<file path="src/rtl/core/scfc_pkg.sv">
// Shared constants and types for the serial command frame checker.
// Depends on nothing; imported by scfc_frame_track and the top level.
`timescale 1ns / 1ps

package scfc_pkg;

    localparam int MaxFrameBytes = 64;
    localparam int CountW        = $clog2(MaxFrameBytes + 1);
    localparam int HeadBytes     = 6;
    localparam int OutDataW      = 32;

    localparam logic [CountW-1:0] MaxCount = CountW'(MaxFrameBytes);
    localparam logic [CountW-1:0] MinCount = CountW'(4);
    localparam logic [CountW-1:0] SumStart = CountW'(2);

    localparam logic [7:0] HdrByte = 8'hFE;
    localparam logic [7:0] EndByte = 8'h16;
    localparam logic [7:0] LenByte = 8'h05;
    localparam logic [7:0] CodeLo  = 8'hA0;
    localparam logic [7:0] CodeHi  = 8'hBF;

    localparam logic KindByte = 1'b0;
    localparam logic KindIdle = 1'b1;

    localparam logic [2:0] StOk       = 3'd0;
    localparam logic [2:0] StFrameErr = 3'd1;
    localparam logic [2:0] StSumErr   = 3'd2;
    localparam logic [2:0] StLenErr   = 3'd3;
    localparam logic [2:0] StCodeErr  = 3'd4;

    typedef struct packed {
        logic        store_request;
        logic [15:0] param_value;
        logic [7:0]  func_code;
        logic [2:0]  status;
    } t_result;

    typedef struct packed {
        logic    has_result;
        t_result res;
    } t_track_out;

endpackage

</file>
<file path="src/rtl/core/scfc_frame_track.sv">
// Frame state (count, header bytes, running checksum) and the end-of-frame check.
// Depends on scfc_pkg.
`timescale 1ns / 1ps

module scfc_frame_track (
    input  logic                 i_clk,
    input  logic                 i_rst_n,
    input  logic                 i_step,
    input  logic                 i_kind,
    input  logic [7:0]           i_byte,
    output scfc_pkg::t_track_out o_eval
);
    import scfc_pkg::*;

    logic [CountW-1:0] r_count, n_count;
    logic              r_over, n_over;
    logic [7:0]        r_head [HeadBytes];
    logic [7:0]        n_head [HeadBytes];
    logic [7:0]        r_last0, n_last0, r_last1, n_last1;
    logic [7:0]        r_sum, n_sum;
    logic [7:0]        r_dsum0, n_dsum0, r_dsum1, n_dsum1;

    logic frame_err;
    logic [7:0] code;

    always_comb begin
        n_count = r_count;
        n_over  = r_over;
        n_head  = r_head;
        n_last0 = r_last0;
        n_last1 = r_last1;
        n_sum   = r_sum;
        n_dsum0 = r_dsum0;
        n_dsum1 = r_dsum1;
        if (i_step) begin
            if (i_kind == KindByte) begin
                if (r_count >= MaxCount) begin
                    n_over = 1'b1;
                end else begin
                    for (int i = 0; i < HeadBytes; i++) begin
                        if (r_count == CountW'(i)) begin
                            n_head[i] = i_byte;
                        end
                    end
                    n_dsum1 = r_dsum0;
                    n_dsum0 = r_sum;
                    if (r_count >= SumStart) begin
                        n_sum = r_sum + i_byte;
                    end
                    n_count = r_count + 1'b1;
                end
                n_last1 = r_last0;
                n_last0 = i_byte;
            end else begin
                // idle ends the frame: start the next one clean
                n_count = '0;
                n_over  = 1'b0;
                for (int i = 0; i < HeadBytes; i++) begin
                    n_head[i] = '0;
                end
                n_last0 = '0;
                n_last1 = '0;
                n_sum   = '0;
                n_dsum0 = '0;
                n_dsum1 = '0;
            end
        end
    end

    always_ff @(posedge i_clk) begin
        if (!i_rst_n) begin
            r_count <= '0;
            r_over  <= 1'b0;
            for (int i = 0; i < HeadBytes; i++) begin
                r_head[i] <= '0;
            end
            r_last0 <= '0;
            r_last1 <= '0;
            r_sum   <= '0;
            r_dsum0 <= '0;
            r_dsum1 <= '0;
        end else begin
            r_count <= n_count;
            r_over  <= n_over;
            r_head  <= n_head;
            r_last0 <= n_last0;
            r_last1 <= n_last1;
            r_sum   <= n_sum;
            r_dsum0 <= n_dsum0;
            r_dsum1 <= n_dsum1;
        end
    end

    assign frame_err = r_over || (r_count < MinCount) || (r_head[0] != HdrByte) ||
                       (r_head[1] != HdrByte) || (r_last0 != EndByte);
    assign code = r_head[3];

    always_comb begin
        o_eval.has_result        = (r_count != '0) || r_over;
        o_eval.res.status        = StOk;
        o_eval.res.func_code     = '0;
        o_eval.res.param_value   = '0;
        o_eval.res.store_request = 1'b0;
        if (frame_err) begin
            o_eval.res.status = StFrameErr;
        end else begin
            o_eval.res.func_code   = code;
            o_eval.res.param_value = {r_head[4], r_head[5]};
            if (r_dsum1 != r_last1) begin
                o_eval.res.status = StSumErr;
            end else if (r_head[2] != LenByte) begin
                o_eval.res.status = StLenErr;
            end else if ((code < CodeLo) || (code > CodeHi)) begin
                o_eval.res.status = StCodeErr;
            end else begin
                o_eval.res.store_request = ((code & CodeLo) == CodeLo);
            end
        end
    end

endmodule

</file>
<file path="config.mk">
export PLATFORM = sky130hd
export DESIGN_NAME = scfc_frame_track
export DESIGN_NICKNAME = d
export VERILOG_FILES = /design/src/rtl/core/scfc_pkg.sv /design/src/rtl/core/scfc_frame_track.sv
export SDC_FILE = /design/constraint.sdc
export NUM_CORES = 1
export LEC_CHECK = 0
export BUFFER_PORTS_ARGS = -buffer_cell sky130_fd_sc_hd__buf_2
export CAP_MARGIN = 30
export CORE_UTILIZATION = 45
export CTS_CLUSTER_DIAMETER = 150
export DETAILED_ROUTE_END_ITERATION = 12
export GPL_ROUTABILITY_DRIVEN = 0
export GPL_TIMING_DRIVEN = 0
export SETUP_SLACK_MARGIN = 0.2
export SYNTH_ARGS = -nofsm -noshare
export SYNTH_HDL_FRONTEND = slang
export SYNTH_SLANG_ARGS = --single-unit
</file>
<file path="constraint.sdc">
create_clock -name i_clk -period 2.8 [get_ports i_clk]
set_input_delay 0.28 -clock i_clk [delete_from_list [all_inputs] [get_ports i_clk]]
set_output_delay 0.28 -clock i_clk [all_outputs]
set_load 0.01 [all_outputs]
</file>
==> qor.yml <==
outcome:
  outcome: "finished with violations"
  violations: "DRC"
critical_path:
  path_class: "reg2out"
  cp_max_fo: 10
  path_buf_inv: 4
  cp.required_ns: 2.52
  cpPeakStageDelay_ns: 0.39
  path_common_cell: "buf_6"
  path_cells: "nor4_4 > nor2b_1 > buf_6 > or3_4 > nor3_4 > buf_12 > buf_6 > nand2_1 > nor2_1 > buf_2"
  crit_arrival_ns: 2.16
  startpoint_type: "register"
  end_kind: "primary output"
  crit_family: "simple AND/OR/NAND/NOR gates"
  cp_slowest_cell: "dfxtp_2"
drt:
  drt-vias-per-instance: 5.46
  drt_first_pass_iters: 9
  drt_iter0_markers: 167
  drtAntennaViolNets: 0
  vias: 3342
  detail_route.wl_per_cell_um: 16.2
  drt_wl_total_mm: 9.90
  drc: 8
worst_hold_path:
  hp-class: "in2reg"
floorplanning:
  start_util_pct: 47.1
  rows: 34
  dieWidth_um: 98.0
  ios: 41
  dieHeight_um: 98.0
  core_um2: 8810
  die_area_um2: 9600
clock_network:
  clock-sinks: 96
  cts_buffers: 9
  htree_levels: 3
  clk_pin_slew_ns: 0.08
  clock_latency_ns: 0.35
  cts_max_path_buffers: 2
  root_buffer: "clkbuf_8"
  cts_tree: "done"
  hold_buffers: 0
place:
  port-buffer-count: 38
  pre_cts_ws_ns: 0.553
  hpwl_mm: 7.06
synth:
  synth_top_area_share_pct: 46.3
  ys_seq_elements: 96
  ys_top_cells_by_count: "dfxtp_1, nor2_1, a22oi_1, a21oi_1"
  syn_inst: 452
  yosys_warnings: 0
  synthDistinctLibCells: 43
  synthArstFlopShare_pct: 0
  synth.largest_area_cell: "dfxtp_1"
  synth_ff_type: "dfxtp_1"
  seq_area_frac_synth_pct: 46.3
  yosysMostFrequentCell: "dfxtp_1"
  synth_area_um2: 4150
  synth_nets: 475
  syn_area_per_cell_um2: 9.17
  synth_edf_count: 0
  synthTopCellsByArea: "dfxtp_1, a22oi_1, nor2_1, a22o_1, ha_1"
sta:
  rsz0062_at_grt: "no"
  min_period_ns: 2.44
  setup_viol: 0
  maxSlewHeadroom_pct: 40.6
  fin_setup_tns_ns: 0
  finalClockSkew_ns: 0.00920
  max_freq_mhz: 410
  maxSlewViolCount: 0
  worst_pin_slew_ns: 0.884
  fin_hold_ws_ns: 0.208
  hold_viol_final: 0
  post-route-period-util_pct: 87.1
  setup_ws_ns: 0.361
layout:
  drive_gt1_share_pct: 17.7
  nets: 525
  post-route-util_pct: 53.9
  n_fill_cell: 819
  diodes: 0
  area_delta_synth_final_pct: 14.5
global_routing:
  grt_use_total_pct: 21.5
  grt_max_degree: 15
  grt_antenna_before_repair: 0
  grt_pass1_wl_mm: 16.0
  grt_pass1_vias: 3108
  grt_overflow_total: 0
power_and_ir_drop:
  ir_worst_vdd_uv: 299
  p_leak_uw: 0.00201
  p_per_area_nw_per_um2: 571
flow_run:
  maxCapViolCount: 0
## path summary, 6_finish.rpt
kind / start / to / slack [ns] / depth (start not counted)
setup / recovery: r_count[3]$_SDFFE_PN0P_ / o_eval[27] / 0.36 / 10
hold / removal: i_rst_n / r_count[3]$_SDFFE_PN0P_ / 0.21 / 2
setup reg to reg: r_sum[3]$_SDFFE_PN0P_ / r_sum[7]$_SDFFE_PN0P_ / 0.83 / 7
hold reg to reg: r_head[13]$_SDFFE_PN0P_ / r_head[13]$_SDFFE_PN0P_ / 0.47 / 1
## cell type report
class	count	area, um^2	area share, %
buffer	26	131	2.77
sequential	96	1930	40.6
timing repair buffer	39	210	4.43
multi-input combinational	324	2080	43.8
clock inverter	4	120	2.53
tap	108	135	2.85
inverter	6	22.5	0.474
clock buffer	9	124	2.61
## kinds of logic (layout without fill, tap and decap cells)
logic type	Yosys count	in the layout	share of synthesized area (%)
simple gates	179	179	22.6
compound gates	112	112	18.9
flops	96	96	46.3
buf+inv	32	84	3.71
xor+xnor	14	14	2.96
fa+ha+maj	11	11	3.50
mux	8	8	1.93
## registers in the layout, indices dropped and copies added, names as in the netlist
| name | cells |
|---|---|
| r_head | 40 |
| code | 8 |
| r_dsum0 | 8 |
| r_dsum1 | 8 |
| r_last0 | 8 |
| r_last1 | 8 |
| r_sum | 8 |
| r_count | 7 |
| r_over | 1 |
## timing repair
item	CTS	global route
gates resized for setup	0	5
pin swaps	1	1
buffers inserted	0	1
setup endpoints to repair	19	21
endpoints found under the hold margin	0	0
## metrics by stage
| step | total power (uW) | instances | instance area, um^2 |
|---|---|---|---|
| floorplan | 1560 | 452 | 4150 |
| global placement | 1630 | 598 | 4470 |
| detailed placement | 1630 | 598 | 4470 |
| CTS | 2740 | 611 | 4720 |
| global route | 2810 | 612 | 4750 |
| finish | 2710 | 612 | 4750 |
## power breakdown
group / total (uW) / switching, uW / internal, uW
sequential: 1400 / 16.4 / 1380
clock: 1110 / 441 / 669
combinational: 201 / 136 / 64.8
## placed cells by master, fill, tap and decap left out, types with 9 or more instances in the layout
master / count
dfxtp_1: 92
nor2_1: 82
a22oi_1: 52
buf_2: 44
a21oi_1: 24
nand2_1: 16
a22o_1: 16
and2_1: 15
and2_2: 14
clkbuf_1: 13
nor2b_1: 10
ha_1: 10
clkbuf_8: 9
## per-layer routing
metal	track usage (%)	wire length, um
met2	36.1	4620
met4	6.18	97
met1	28.6	4810
met5	0	0
met3	3.22	371
No activity file was read; power rests on OpenSTA's default activity.
